===== src/amic_pkg.sv =====
`timescale 1ns / 1ps
`default_nettype none

package amic_pkg;

  localparam int ADC_W       = 12;
  localparam int LEVEL_W     = 16;
  localparam int CURRENT_W   = 19;
  localparam int REF_W       = 16;
  localparam int WEIGHT_W    = 9;
  localparam int GAIN_W      = 16;
  localparam int CFG_INDEX_W = 2;
  localparam int CFG_DATA_W  = 16;

  localparam int DEF_MEDIAN_TAPS  = 3;
  localparam int DEF_AVERAGE_TAPS = 5;
  localparam int DEF_SAMPLE_BITS  = 12;

  localparam int DIV_RADIX_BITS = 4;
  localparam int FRAC_BITS      = 4;
  localparam int CURRENT_SHIFT  = 12;
  localparam int CURRENT_HALF   = 2048;
  localparam int IIR_HALF       = 128;
  localparam int CURRENT_LIMIT  = 210000;

  localparam logic [CFG_INDEX_W-1:0] REG_REFERENCE_LEVEL = 2'd0;
  localparam logic [CFG_INDEX_W-1:0] REG_IIR_WEIGHT      = 2'd1;
  localparam logic [CFG_INDEX_W-1:0] REG_MA_PER_COUNT    = 2'd2;

  localparam logic [REF_W-1:0]    REF_RESET    = 16'd0;
  localparam logic [WEIGHT_W-1:0] WEIGHT_RESET = 9'd128;
  localparam logic [WEIGHT_W-1:0] WEIGHT_ONE   = 9'd256;
  localparam logic [GAIN_W-1:0]   GAIN_RESET   = 16'd12898;

  typedef struct packed {
    logic accept;
    logic avg_update;
    logic div_step;
    logic mul_weight;
    logic mul_comp;
    logic iir_add;
    logic iir_load;
    logic diff_load;
    logic mul_cur;
    logic out_load;
  } amic_cmd_t;

  typedef struct packed {
    logic div_last;
    logic iir_started;
  } amic_status_t;

endpackage

`default_nettype wire


===== src/amic_ctrl.sv =====
`timescale 1ns / 1ps
`default_nettype none

module amic_ctrl import amic_pkg::*; (
  input  logic         clk,
  input  logic         rst_n,
  input  logic         in_valid,
  output logic         in_ready,
  output logic         out_valid,
  input  logic         out_ready,
  input  amic_status_t status,
  output amic_cmd_t    cmd
);

  localparam logic [3:0] ST_IDLE = 4'd0;
  localparam logic [3:0] ST_AVG  = 4'd1;
  localparam logic [3:0] ST_DIV  = 4'd2;
  localparam logic [3:0] ST_MUL1 = 4'd3;
  localparam logic [3:0] ST_MUL2 = 4'd4;
  localparam logic [3:0] ST_ADD  = 4'd5;
  localparam logic [3:0] ST_DIFF = 4'd6;
  localparam logic [3:0] ST_CUR  = 4'd7;
  localparam logic [3:0] ST_RND  = 4'd8;

  logic [3:0] state_r, state_nxt;
  logic       out_valid_r, out_valid_nxt;

  always_comb begin
    cmd           = '0;
    state_nxt     = state_r;
    out_valid_nxt = out_valid_r & ~out_ready;
    case (state_r)
      ST_IDLE: begin
        if (in_valid) begin
          cmd.accept = 1'b1;
          state_nxt  = ST_AVG;
        end
      end
      ST_AVG: begin
        cmd.avg_update = 1'b1;
        state_nxt      = ST_DIV;
      end
      ST_DIV: begin
        cmd.div_step = 1'b1;
        if (status.div_last) begin
          state_nxt = ST_MUL1;
        end
      end
      ST_MUL1: begin
        if (status.iir_started) begin
          cmd.mul_weight = 1'b1;
          state_nxt      = ST_MUL2;
        end else begin
          cmd.iir_load = 1'b1;
          state_nxt    = ST_DIFF;
        end
      end
      ST_MUL2: begin
        cmd.mul_comp = 1'b1;
        state_nxt    = ST_ADD;
      end
      ST_ADD: begin
        cmd.iir_add = 1'b1;
        state_nxt   = ST_DIFF;
      end
      ST_DIFF: begin
        cmd.diff_load = 1'b1;
        state_nxt     = ST_CUR;
      end
      ST_CUR: begin
        cmd.mul_cur = 1'b1;
        state_nxt   = ST_RND;
      end
      ST_RND: begin
        if (!out_valid_r || out_ready) begin
          cmd.out_load  = 1'b1;
          out_valid_nxt = 1'b1;
          state_nxt     = ST_IDLE;
        end
      end
      default: begin
        state_nxt = ST_IDLE;
      end
    endcase
  end

  always_ff @(posedge clk) begin
    if (!rst_n) begin
      state_r     <= ST_IDLE;
      out_valid_r <= 1'b0;
    end else begin
      state_r     <= state_nxt;
      out_valid_r <= out_valid_nxt;
    end
  end

  assign in_ready  = (state_r == ST_IDLE);
  assign out_valid = out_valid_r;

`ifndef NO_ASSERTIONS
  a_accept_starts_average: assert property (@(posedge clk) disable iff (!rst_n)
    in_valid && in_ready |=> state_r == ST_AVG)
    else $error("accepted beat did not start the average step");

  a_load_sets_valid: assert property (@(posedge clk) disable iff (!rst_n)
    cmd.out_load |=> out_valid_r)
    else $error("result load did not raise out_valid");
`endif

endmodule

`default_nettype wire


===== src/amic_dp.sv =====
`timescale 1ns / 1ps
`default_nettype none

module amic_dp import amic_pkg::*; #(
  parameter int MEDIAN_TAPS  = DEF_MEDIAN_TAPS,
  parameter int AVERAGE_TAPS = DEF_AVERAGE_TAPS,
  parameter int SAMPLE_BITS  = DEF_SAMPLE_BITS
) (
  input  logic                        clk,
  input  logic                        rst_n,
  input  logic [ADC_W-1:0]            in_adc_sample,
  input  logic                        cfg_we,
  input  logic [CFG_INDEX_W-1:0]      cfg_index,
  input  logic [CFG_DATA_W-1:0]       cfg_data,
  input  amic_cmd_t                   cmd,
  output amic_status_t                status,
  output logic [LEVEL_W-1:0]          out_filtered_level,
  output logic signed [CURRENT_W-1:0] out_current_ma
);

  localparam int MP_W      = $clog2(MEDIAN_TAPS);
  localparam int RANK_W    = $clog2(MEDIAN_TAPS);
  localparam int MID       = MEDIAN_TAPS / 2;
  localparam int AP_W      = $clog2(AVERAGE_TAPS);
  localparam int D_W       = $clog2(AVERAGE_TAPS + 1);
  localparam int SUM_W     = SAMPLE_BITS + $clog2(AVERAGE_TAPS);
  localparam int LVL_W     = SAMPLE_BITS + FRAC_BITS;
  localparam int DVD_W     = SUM_W + FRAC_BITS;
  localparam int DIV_STEPS = (DVD_W + DIV_RADIX_BITS - 1) / DIV_RADIX_BITS;
  localparam int PAD_W     = DIV_STEPS * DIV_RADIX_BITS;
  localparam int CNT_W     = $clog2(DIV_STEPS);
  localparam int DIFF_W    = ((LVL_W > REF_W) ? LVL_W : REF_W) + 1;
  localparam int MB_W      = GAIN_W + 1;
  localparam int PROD_W    = DIFF_W + MB_W;
  localparam int ACC_W     = LVL_W + 8;

  // configuration
  logic [REF_W-1:0]    ref_r;
  logic [WEIGHT_W-1:0] weight_r;
  logic [GAIN_W-1:0]   gain_r;

  // filter state
  logic [SAMPLE_BITS-1:0] mring_r [MEDIAN_TAPS];
  logic [MP_W-1:0]        mptr_r;
  logic [SAMPLE_BITS-1:0] aring_r [AVERAGE_TAPS];
  logic [SUM_W-1:0]       sum_r;
  logic [AP_W-1:0]        aptr_r;
  logic                   full_r;
  logic [LVL_W-1:0]       level_r;
  logic                   started_r;

  // work registers
  logic [SAMPLE_BITS-1:0]    med_r;
  logic [PAD_W-1:0]          dvd_r;
  logic [PAD_W-1:0]          q_r;
  logic [D_W-1:0]            rem_r;
  logic [D_W-1:0]            d_r;
  logic [CNT_W-1:0]          cnt_r;
  logic signed [PROD_W-1:0]  prod_r;
  logic [ACC_W-1:0]          acc_r;
  logic signed [DIFF_W-1:0]  diff_r;
  logic [LEVEL_W-1:0]        out_level_r;
  logic [CURRENT_W-1:0]      out_cur_r;

  // sample and median
  logic [SAMPLE_BITS+ADC_W-1:0] samp_ext;
  logic [SAMPLE_BITS-1:0]       sample;
  logic [SAMPLE_BITS-1:0]       mval [MEDIAN_TAPS];
  logic [RANK_W-1:0]            rank [MEDIAN_TAPS];
  logic [SAMPLE_BITS-1:0]       median;
  logic [MP_W-1:0]              mptr_nxt;

  assign samp_ext = {{SAMPLE_BITS{1'b0}}, in_adc_sample};
  assign sample   = samp_ext[SAMPLE_BITS-1:0];
  assign mptr_nxt = (mptr_r == MP_W'(MEDIAN_TAPS - 1)) ? '0 : mptr_r + 1'b1;

  always_comb begin
    for (int i = 0; i < MEDIAN_TAPS; i++) begin
      mval[i] = (mptr_r == MP_W'(i)) ? sample : mring_r[i];
    end
    for (int i = 0; i < MEDIAN_TAPS; i++) begin
      rank[i] = '0;
      for (int j = 0; j < MEDIAN_TAPS; j++) begin
        if (j != i) begin
          if ((mval[j] < mval[i]) || ((mval[j] == mval[i]) && (j < i))) begin
            rank[i] = rank[i] + 1'b1;
          end
        end
      end
    end
    median = '0;
    for (int i = 0; i < MEDIAN_TAPS; i++) begin
      if (rank[i] == RANK_W'(MID)) begin
        median = median | mval[i];
      end
    end
  end

  // moving average
  logic [SAMPLE_BITS-1:0] avg_old;
  logic [SUM_W-1:0]       sum_nxt;
  logic [AP_W-1:0]        aptr_nxt;
  logic                   full_nxt;
  logic [D_W-1:0]         d_nxt;
  logic [DVD_W-1:0]       dvd_init;

  assign avg_old  = aring_r[aptr_r];
  assign sum_nxt  = sum_r - SUM_W'(avg_old) + SUM_W'(med_r);
  assign aptr_nxt = (aptr_r == AP_W'(AVERAGE_TAPS - 1)) ? '0 : aptr_r + 1'b1;
  assign full_nxt = full_r | (aptr_r == AP_W'(AVERAGE_TAPS - 1));
  assign d_nxt    = full_nxt ? D_W'(AVERAGE_TAPS) : D_W'(aptr_nxt);
  assign dvd_init = {sum_nxt, {FRAC_BITS{1'b0}}} + DVD_W'(d_nxt >> 1);

  // divider, DIV_RADIX_BITS quotient bits a step
  logic [D_W:0]                trial;
  logic [D_W-1:0]              rem_t;
  logic [DIV_RADIX_BITS-1:0]   qbits;

  always_comb begin
    rem_t = rem_r;
    qbits = '0;
    trial = '0;
    for (int k = 0; k < DIV_RADIX_BITS; k++) begin
      trial = {rem_t, dvd_r[PAD_W-1-k]};
      if (trial >= {1'b0, d_r}) begin
        trial = trial - {1'b0, d_r};
        qbits[DIV_RADIX_BITS-1-k] = 1'b1;
      end
      rem_t = trial[D_W-1:0];
    end
  end

  assign status.div_last    = (cnt_r == CNT_W'(DIV_STEPS - 1));
  assign status.iir_started = started_r;

  // shared multiplier
  logic [LVL_W-1:0]         avg_q;
  logic [WEIGHT_W-1:0]      w_eff;
  logic [WEIGHT_W-1:0]      w_comp;
  logic signed [DIFF_W-1:0] mul_a;
  logic signed [MB_W-1:0]   mul_b;
  logic signed [PROD_W-1:0] mul_p;
  logic [ACC_W-1:0]         iir_sum;

  assign avg_q  = q_r[LVL_W-1:0];
  assign w_eff  = (weight_r > WEIGHT_ONE) ? WEIGHT_ONE : weight_r;
  assign w_comp = WEIGHT_ONE - w_eff;

  always_comb begin
    mul_a = diff_r;
    mul_b = $signed({1'b0, gain_r});
    if (cmd.mul_weight) begin
      mul_a = $signed(DIFF_W'(avg_q));
      mul_b = $signed(MB_W'(w_eff));
    end else if (cmd.mul_comp) begin
      mul_a = $signed(DIFF_W'(level_r));
      mul_b = $signed(MB_W'(w_comp));
    end
  end

  assign mul_p   = PROD_W'(mul_a) * PROD_W'(mul_b);
  assign iir_sum = acc_r + prod_r[ACC_W-1:0];

  // rounding to milliamps and saturation
  logic signed [PROD_W-1:0] rnd;
  logic signed [PROD_W-1:0] cur_full;
  logic signed [PROD_W-1:0] cur_sat;
  logic [LVL_W+LEVEL_W-1:0] lvl_ext;

  assign rnd = prod_r + $signed(PROD_W'(CURRENT_HALF))
             - $signed(PROD_W'(prod_r[PROD_W-1]));
  assign cur_full = rnd >>> CURRENT_SHIFT;
  assign lvl_ext  = {{LEVEL_W{1'b0}}, level_r};

  always_comb begin
    cur_sat = cur_full;
    if (cur_full > PROD_W'(CURRENT_LIMIT)) begin
      cur_sat = PROD_W'(CURRENT_LIMIT);
    end else if (cur_full < PROD_W'(-CURRENT_LIMIT)) begin
      cur_sat = PROD_W'(-CURRENT_LIMIT);
    end
  end

  always_ff @(posedge clk) begin
    if (!rst_n) begin
      ref_r    <= REF_RESET;
      weight_r <= WEIGHT_RESET;
      gain_r   <= GAIN_RESET;
    end else if (cfg_we) begin
      case (cfg_index)
        REG_REFERENCE_LEVEL: ref_r    <= cfg_data[REF_W-1:0];
        REG_IIR_WEIGHT:      weight_r <= cfg_data[WEIGHT_W-1:0];
        REG_MA_PER_COUNT:    gain_r   <= cfg_data[GAIN_W-1:0];
        default: begin
        end
      endcase
    end
  end

  always_ff @(posedge clk) begin
    if (!rst_n) begin
      for (int i = 0; i < MEDIAN_TAPS; i++) begin
        mring_r[i] <= '0;
      end
      for (int i = 0; i < AVERAGE_TAPS; i++) begin
        aring_r[i] <= '0;
      end
      mptr_r    <= '0;
      sum_r     <= '0;
      aptr_r    <= '0;
      full_r    <= 1'b0;
      level_r   <= '0;
      started_r <= 1'b0;
    end else begin
      if (cmd.accept) begin
        mring_r[mptr_r] <= sample;
        mptr_r          <= mptr_nxt;
      end
      if (cmd.avg_update) begin
        aring_r[aptr_r] <= med_r;
        sum_r           <= sum_nxt;
        aptr_r          <= aptr_nxt;
        full_r          <= full_nxt;
      end
      if (cmd.iir_load) begin
        level_r   <= avg_q;
        started_r <= 1'b1;
      end else if (cmd.iir_add) begin
        level_r <= iir_sum[ACC_W-1:8];
      end
    end
  end

  always_ff @(posedge clk) begin
    if (cmd.accept) begin
      med_r <= median;
    end
    if (cmd.avg_update) begin
      dvd_r <= PAD_W'(dvd_init);
      rem_r <= '0;
      d_r   <= d_nxt;
      cnt_r <= '0;
    end else if (cmd.div_step) begin
      dvd_r <= dvd_r << DIV_RADIX_BITS;
      q_r   <= {q_r[PAD_W-DIV_RADIX_BITS-1:0], qbits};
      rem_r <= rem_t;
      cnt_r <= cnt_r + 1'b1;
    end
    if (cmd.mul_weight || cmd.mul_comp || cmd.mul_cur) begin
      prod_r <= mul_p;
    end
    if (cmd.mul_comp) begin
      acc_r <= prod_r[ACC_W-1:0] + ACC_W'(IIR_HALF);
    end
    if (cmd.diff_load) begin
      diff_r <= $signed(DIFF_W'(level_r) - DIFF_W'(ref_r));
    end
    if (cmd.out_load) begin
      out_level_r <= lvl_ext[LEVEL_W-1:0];
      out_cur_r   <= cur_sat[CURRENT_W-1:0];
    end
  end

  assign out_filtered_level = out_level_r;
  assign out_current_ma     = $signed(out_cur_r);

`ifndef NO_ASSERTIONS
  a_window_full_sticks: assert property (@(posedge clk) disable iff (!rst_n)
    full_r |=> full_r)
    else $error("window_full dropped without reset");

  a_average_pointer_range: assert property (@(posedge clk) disable iff (!rst_n)
    aptr_r <= AP_W'(AVERAGE_TAPS - 1))
    else $error("average pointer out of range");

  a_median_pointer_range: assert property (@(posedge clk) disable iff (!rst_n)
    mptr_r <= MP_W'(MEDIAN_TAPS - 1))
    else $error("median pointer out of range");

  a_divider_remainder: assert property (@(posedge clk) disable iff (!rst_n)
    cmd.div_step && status.div_last |=> rem_r < d_r)
    else $error("divider remainder not below divisor");
`endif

endmodule

`default_nettype wire


===== src/adc_median_average_iir_chain_unit.sv =====
// ADC filter cascade for a Hall current sensor: each input beat carries one raw
// sample, which runs through a MEDIAN_TAPS-tap running median, an AVERAGE_TAPS-tap
// moving average (dividing by the sample count until the window first fills) and a
// first-order IIR whose first input loads directly; each result beat carries the
// level in Q12.4 counts and the current (level - reference) * gain in milliamps,
// rounded and saturated to +/-210000. One sample is in work at a time: each item
// runs through the radix-16 average divider and the single shared multiplier, used
// three times per item (once for the first item after reset, whose IIR input loads
// directly); a result left unread holds its item in the rounding state. The input
// may be accepted while the previous result still waits in the output register.
// Configuration writes are always ready and are to be issued only while the block
// is idle.
`timescale 1ns / 1ps
`default_nettype none

module adc_median_average_iir_chain_unit import amic_pkg::*; #(
  parameter int MEDIAN_TAPS  = DEF_MEDIAN_TAPS,
  parameter int AVERAGE_TAPS = DEF_AVERAGE_TAPS,
  parameter int SAMPLE_BITS  = DEF_SAMPLE_BITS
) (
  input  logic                        clk,
  input  logic                        rst_n,
  input  logic                        in_valid,
  output logic                        in_ready,
  input  logic [ADC_W-1:0]            in_adc_sample,
  output logic                        out_valid,
  input  logic                        out_ready,
  output logic [LEVEL_W-1:0]          out_filtered_level,
  output logic signed [CURRENT_W-1:0] out_current_ma,
  input  logic                        cfg_valid,
  output logic                        cfg_ready,
  input  logic [CFG_INDEX_W-1:0]      cfg_index,
  input  logic [CFG_DATA_W-1:0]       cfg_data
);

  amic_cmd_t    cmd;
  amic_status_t status;

  assign cfg_ready = 1'b1;

  amic_ctrl u_ctrl (
    .clk       (clk),
    .rst_n     (rst_n),
    .in_valid  (in_valid),
    .in_ready  (in_ready),
    .out_valid (out_valid),
    .out_ready (out_ready),
    .status    (status),
    .cmd       (cmd)
  );

  amic_dp #(
    .MEDIAN_TAPS  (MEDIAN_TAPS),
    .AVERAGE_TAPS (AVERAGE_TAPS),
    .SAMPLE_BITS  (SAMPLE_BITS)
  ) u_dp (
    .clk                (clk),
    .rst_n              (rst_n),
    .in_adc_sample      (in_adc_sample),
    .cfg_we             (cfg_valid),
    .cfg_index          (cfg_index),
    .cfg_data           (cfg_data),
    .cmd                (cmd),
    .status             (status),
    .out_filtered_level (out_filtered_level),
    .out_current_ma     (out_current_ma)
  );

endmodule

`default_nettype wire


===== config.mk =====
export PLATFORM = sky130hd
export DESIGN_NAME = adc_median_average_iir_chain_unit
export DESIGN_NICKNAME = d
export VERILOG_FILES = /design/src/amic_pkg.sv /design/src/amic_ctrl.sv /design/src/amic_dp.sv /design/src/adc_median_average_iir_chain_unit.sv
export SDC_FILE = /design/constraint.sdc
export NUM_CORES = 2
export LEC_CHECK = 0
export BUFFER_PORTS_ARGS = -buffer_cell sky130_fd_sc_hd__buf_2
export CORE_ASPECT_RATIO = 1.5
export CORE_MARGIN = 8
export CORE_UTILIZATION = 45
export DETAILED_ROUTE_END_ITERATION = 8
export HOLD_SLACK_MARGIN = 0.08
export PLACE_DENSITY_LB_ADDON = 0.15
export SLEW_MARGIN = 20
export SYNTH_ARGS = -nofsm -noshare
export SYNTH_HDL_FRONTEND = slang
export SYNTH_SLANG_ARGS = --single-unit
export TNS_END_PERCENT = 5

===== constraint.sdc =====
create_clock -name clk -period 15.5 [get_ports clk]
set_input_delay 2.325 -clock clk [delete_from_list [all_inputs] [get_ports clk]]
set_output_delay 2.325 -clock clk [all_outputs]
set_load 0.01 [all_outputs]

Word level (Yosys, flattened, before mapping). Memory sizes are Yosys's and may differ from the RTL's. A register that Yosys moved wholly into a read port is not among the register bits. Index checks and enable logic that the tools add are counted.

Add/sub/neg operators: 19. Multipliers: 1. Divide/modulo/power cells: 0. $lt $le $gt $ge: 13. Eq/ne operators: 23. Shift operators: 0. Muxes and demuxes: 69. Bitwise gates (word level): 6. Reductions and logical operators: 20.

Operators with widths (count): 12-bit 2-to-1 mux (8); 12-bit less-than comparator (6); 16-bit 2-to-1 mux (4); 19-bit 2-to-1 mux (3); 12-bit equality test (3); 4-bit case mux with 9 select lines (1); 34-bit by 13-bit adder with 34-bit output, second input constant (1); 17-bit by 17-bit multiplier with 34-bit output (1); 17-bit 2-to-1 mux (2); 34-bit by 2-bit subtractor with 34-bit output (1); 1-bit 2-to-1 mux (32); 3-bit 2-to-1 mux (9); 24-bit adder (1); 24-bit by 8-bit adder with 24-bit output, second input constant (1); 12-bit OR (2); 12-bit OR reduction (2); 22-bit by 19-bit > comparator with 1-bit output, second input constant (1); 22-bit by 19-bit less-than comparator with 1-bit output, second input constant (1); 19-bit by 2-bit adder with 19-bit output (1); 16-bit by 16-bit subtractor with 17-bit output (1); 4-bit by 3-bit equality test with 1-bit output, second input constant (4); 4-bit by 3-bit >= comparator with 1-bit output (4); 15-bit by 12-bit adder with 15-bit output (1); 15-bit by 12-bit subtractor with 15-bit output (1); 27 further kinds (60).

Register bits: 251. Bits in latches: 0. Bits in writable memories: 96. Memory bits (read-only): 0. Bits of input ports: 35. Memories: 2.

Memories: u_dp.aring_r (words 5, width 12, read ports 1, clocked after Yosys merged registers in 1, write ports 5, RTL line amic_dp.sv:45) `logic [SAMPLE_BITS-1:0] aring_r [AVERAGE_TAPS];`; u_dp.mring_r (words 3, width 12, read ports 3, clocked after Yosys merged registers in 0, write ports 3, RTL line amic_dp.sv:43) `logic [SAMPLE_BITS-1:0] mring_r [MEDIAN_TAPS];`.

Logic depth before layout (Yosys ltp).
Depth after elaboration: 12. Mapped depth: 34. Gate-level depth less buffers: 33.

Cells and area by module. Synthesis repeated with hierarchy kept, for this count alone.

Cell total of the unflattened synthesis: 3240. Area total of the unflattened synthesis: 32109.5 um2.

By module, submodules not included: amic_dp (instances 1, cells an instance 3198, area each 31764.2 um2); amic_ctrl (instances 1, cells an instance 40, area each 334.1 um2); adc_median_average_iir_chain_unit (instances 1, cells an instance 2, area each 11.3 um2).

Worst setup path after synthesis. No wires, ideal clock.

Path kind: reg-to-reg. Start: register u_ctrl.state_r[2]. End: register u_dp.prod_r[33] (data pin). Arrival: 8.501 ns. Data required time: 15.240 ns. Setup slack: 6.739 ns. Stages on the path, launching flop included: 32. Buffers on the path: 3. Path through: dfxtp_1 -> clkbuf_1 -> nand2_1 -> or2_2 -> clkbuf_1 -> inv_1 -> nor2_1 -> a221oi_1 -> clkbuf_1 -> nor2_1 -> fa_1 -> inv_1 -> fa_1 -> fa_1 -> fa_1 -> inv_1 -> fa_1 -> inv_1 -> fa_1 -> inv_1 -> ha_1 -> and3_1 -> a31oi_1 -> o21ai_0 -> a21oi_1 -> o21ai_0 -> a2111oi_0 -> nor2_1 -> o41ai_1 -> o21ai_0 -> a21oi_1 -> xnor2_1.

Cells in the longest elaborated chain, start to end: 5.

RTL lines: from (decl) (RTL line amic_ctrl.sv:25) `logic [3:0] state_r, state_nxt;`; from (signal assigned) (RTL line amic_ctrl.sv:92) `state_r <= state_nxt;`; 4-bit by 3-bit equality test with 1-bit output (RTL line amic_ctrl.sv:32) `case (state_r)`; 1-bit 2-to-1 mux (RTL line amic_ctrl.sv:32); 17-bit 2-to-1 mux or 16-bit 2-to-1 mux (tied branches) (RTL line amic_dp.sv:155) `end else if (cmd.mul_comp) begin`; 17-bit 2-to-1 mux or 16-bit 2-to-1 mux (tied branches) (RTL line amic_dp.sv:152) `if (cmd.mul_weight) begin`; 17-bit by 17-bit multiplier with 34-bit output * (RTL line amic_dp.sv:161) `assign mul_p = PROD_W'(mul_a) * PROD_W'(mul_b);`; via u_dp.mul_p[33] (RTL line amic_dp.sv:142) `logic signed [PROD_W-1:0] mul_p;`; to (signal assigned) (RTL line amic_dp.sv:250) `prod_r <= mul_p;`; to (decl) (RTL line amic_dp.sv:59) `logic signed [PROD_W-1:0] prod_r;`.

Mark *: on every way through the listed nets, which the timed path passes. The rest lies on a longest branch. A chain may end at the register's enable or synchronous reset.

Worst setup path after layout.
Start: register u_ctrl.state_r[3]. End: register u_dp.prod_r[33] (data pin).

The elaborated chain is that of the path after synthesis.

==> flow_summary.ini <==
[run_status]
status = completed

[clock_network]
clockRootBuffer = clkbuf_16
cts.sink_count = 384
clockBufferDepth = 3
numCtsBuffers = 41
cts_hold_buf = 0
cts_resized = 0
cts.htree.levels = 2
insertion_delay_ns = 0.60
cts_setup_buffers = 0
path_clk_slew_ns = 0.07
cts_tree = yes

[floorplan]
ios = 73
start_util = 0.455
rows = 119
core_sq_um = 70100
dieArea_sq_um = 79800
die_h_um = 342
die_w_um = 233

[synth]
netlist_instances = 3239
synth_mux_area_frac = 0.0386
synth_cell_types = 77
yosys.area_share.adder = 0.279
synth-main-ff-cell = edfxtp_1
synth_top_family_by_area = adder cells
seq_area_frac_synth = 0.332
synth_compound_area_frac = 0.104
syn_avg_cell_area_sq_um = 9.84
synthSimpleGateAreaFrac = 0.136
synth_edf_count = 290
synth_area_sq_um = 31900
ys_ff_latch = 384
async_flop_share = 0
yosys_warnings = 0
syn_nets = 3807
yosys.area_share.xor_xnor = 0.0302

[layout]
final_cell_mix = inv_1, nand2_1, fa_1
design_area_sq_um = 34700
fin_cells = 4221
syn_to_final_growth_pct = 8.68
layout.nets = 3847
drive_gt1_frac = 0.0750
final_common_cell = inv_1
post-route-util = 0.494

[global_route]
use_met1 = 0.219
antenna_found_initial = 13
grt-busiest-layer = met2
grt_usage = 0.215
grt_pass1_wl_mm = 134
use_met3 = 0.0324
grt_util_met2 = 0.419
grt_max_degree = 76
first_global_vias = 24500
globalRoute.totalOverflow = 0

[setup_path]
start_kind = flop
slowest_stage = o21ai_1
end_kind = flop
cp.required_ns = 15.80
cpMostUsedCell = fa_1
slowest_delay_ns = 0.89
crit_type = reg2reg
worstPathArrival_ns = 10.66
path_max_fanout = 32

[drt]
wl_per_cell_um = 20.2
vias_per_cell = 5.44
drc = 0
drt-total-wl_mm = 85.2
drt-initial-drc-count = 1169
first_pass_iters = 6
vias = 23000
antenna_left = 0

[worst_hold_path]
hold_path_class = reg2reg

[placed_design]
hpwl_mm = 68.2
portBuffers = 71
gp_congestion = 0.947
dp_cells = 4143
placed_cell_area_sq_um = 33200

[sta]
slew_headroom = 0.222
finalHoldViolCount = 0
rsz0062_at_grt = no
tightest_slew_ns = 1.16
setup-tns-final_ns = 0
post-route-min-period_ns = 10.36
maxSlewViolCount = 0
skew_ns = 0.0470
fmax_mhz = 96.5
post-route-period-util = 0.668
setup_viol = 0

[job]
maxCapViolCount = 0
cell usage after synthesis (all sizes together) (11+ instances only):
cell,number,area share
xor2,30,0.0082
or3,11,0.0022
and3,23,0.0047
nor3,44,0.0069
or2,15,0.0029
fa,296,0.19
ha,237,0.093
nor4,34,0.0067
nand4,21,0.0041
and2,74,0.015
edfxtp,290,0.27
o21a,34,0.0080
xnor2,80,0.022
nand2b,31,0.0061
mux4,24,0.017
inv,564,0.066
a21oi,157,0.025
a31oi,12,0.0028
nand2,333,0.039
a21o,46,0.011
buf,16,0.0027
dfxtp,94,0.059
o21ai,108,0.017
nor2,251,0.030
o22a,28,0.0077
clkbuf,95,0.011
mux2,15,0.0053
o211ai,11,0.0026
nand3,34,0.0053
nor2b,38,0.0075
a22oi,16,0.0038
mux2i,52,0.016
per-layer routing:
layer,up-vias,routed length [um]
li1,10800,-
met1,11400,30200
met3,197,3470
met4,14,4250
met2,522,47200
met5,-,92
worst max-delay path, delay by kind of cell (launching register included):
kind / cells / cell delay (ns)
xor gates and xnor gates: 1 / 0.08
adders and majority gates: 7 / 3.49
buffers and inverters: 4 / 0.21
and+or+nand+nor: 7 / 2.58
AOI/OAI and AO/OA: 9 / 3.20
DFF: 1 / 0.48
flip-flops by register name, summed over array words and instances (netlist names), 3 cells and up, named ones only:
| register | flops |
|---|---|
| u_dp.weight_r | 9 |
| u_dp.out_filtered_level | 16 |
| u_dp.rem_r | 3 |
| u_dp.cnt_r | 3 |
| u_dp.aring_r | 96 |
| u_dp.sum_r | 15 |
| u_dp.diff_r | 17 |
| u_dp.q_r | 16 |
| u_dp.acc_r | 24 |
| u_dp.level_r | 16 |
| u_dp.prod_r | 34 |
| u_dp.med_r | 12 |
| u_dp.out_current_ma | 19 |
| u_dp.d_r | 3 |
| u_dp.mring_r | 36 |
| u_dp.dvd_r | 18 |
| u_dp.gain_r | 16 |
| u_ctrl.state_r | 4 |
| u_dp.ref_r | 16 |
| u_dp.aptr_r | 3 |
worst paths after layout:
check	start	to	slack [ns]	cells after the start
worst max register to register	u_ctrl.state_r[3]$_SDFFE_PN0P_	u_dp.prod_r[33]$_DFFE_PP_	5.14	28
worst max-delay path	u_ctrl.state_r[3]$_SDFFE_PN0P_	u_dp.prod_r[33]$_DFFE_PP_	5.14	28
worst min-delay path	u_dp.ref_r[15]$_SDFFE_PN0P_	u_dp.ref_r[15]$_SDFFE_PN0P_	0.45	2
worst min register to register	u_dp.ref_r[15]$_SDFFE_PN0P_	u_dp.ref_r[15]$_SDFFE_PN0P_	0.45	2
final cells by class:
cell class / instances / area (sq um)
Antenna cell: 6 / 15.0
Clock buffer: 57 / 1230
Clock inverter: 15 / 149
Fill cell: 6471 / 35500
Inverter: 567 / 2130
Multi-Input combinational cell: 2177 / 18800
Sequential cell: 384 / 10600
Tap cell: 907 / 1130
Timing Repair Buffer: 108 / 633
per-stage QoR:
step                      hold WS (ns)  setup WS [ns]
final                            0.454           5.14
after global routing             0.472           4.45
after CTS                        0.456           5.18
after detailed placement         0.447           5.23
after global placement           0.445           5.54
after floorplan                  0.426           6.74
kinds of logic after synthesis:
group / after synthesis
xor gates and xnor gates: 110
AOI/OAI and AO/OA: 510
adders and majority gates: 533
and+or+nand+nor: 932
buffers and inverters: 678
DFF: 384
muxes: 91
other: 1
Power is not shown: default switching activity piles up to over one toggle a cycle in this logic, so the estimate is an artifact.
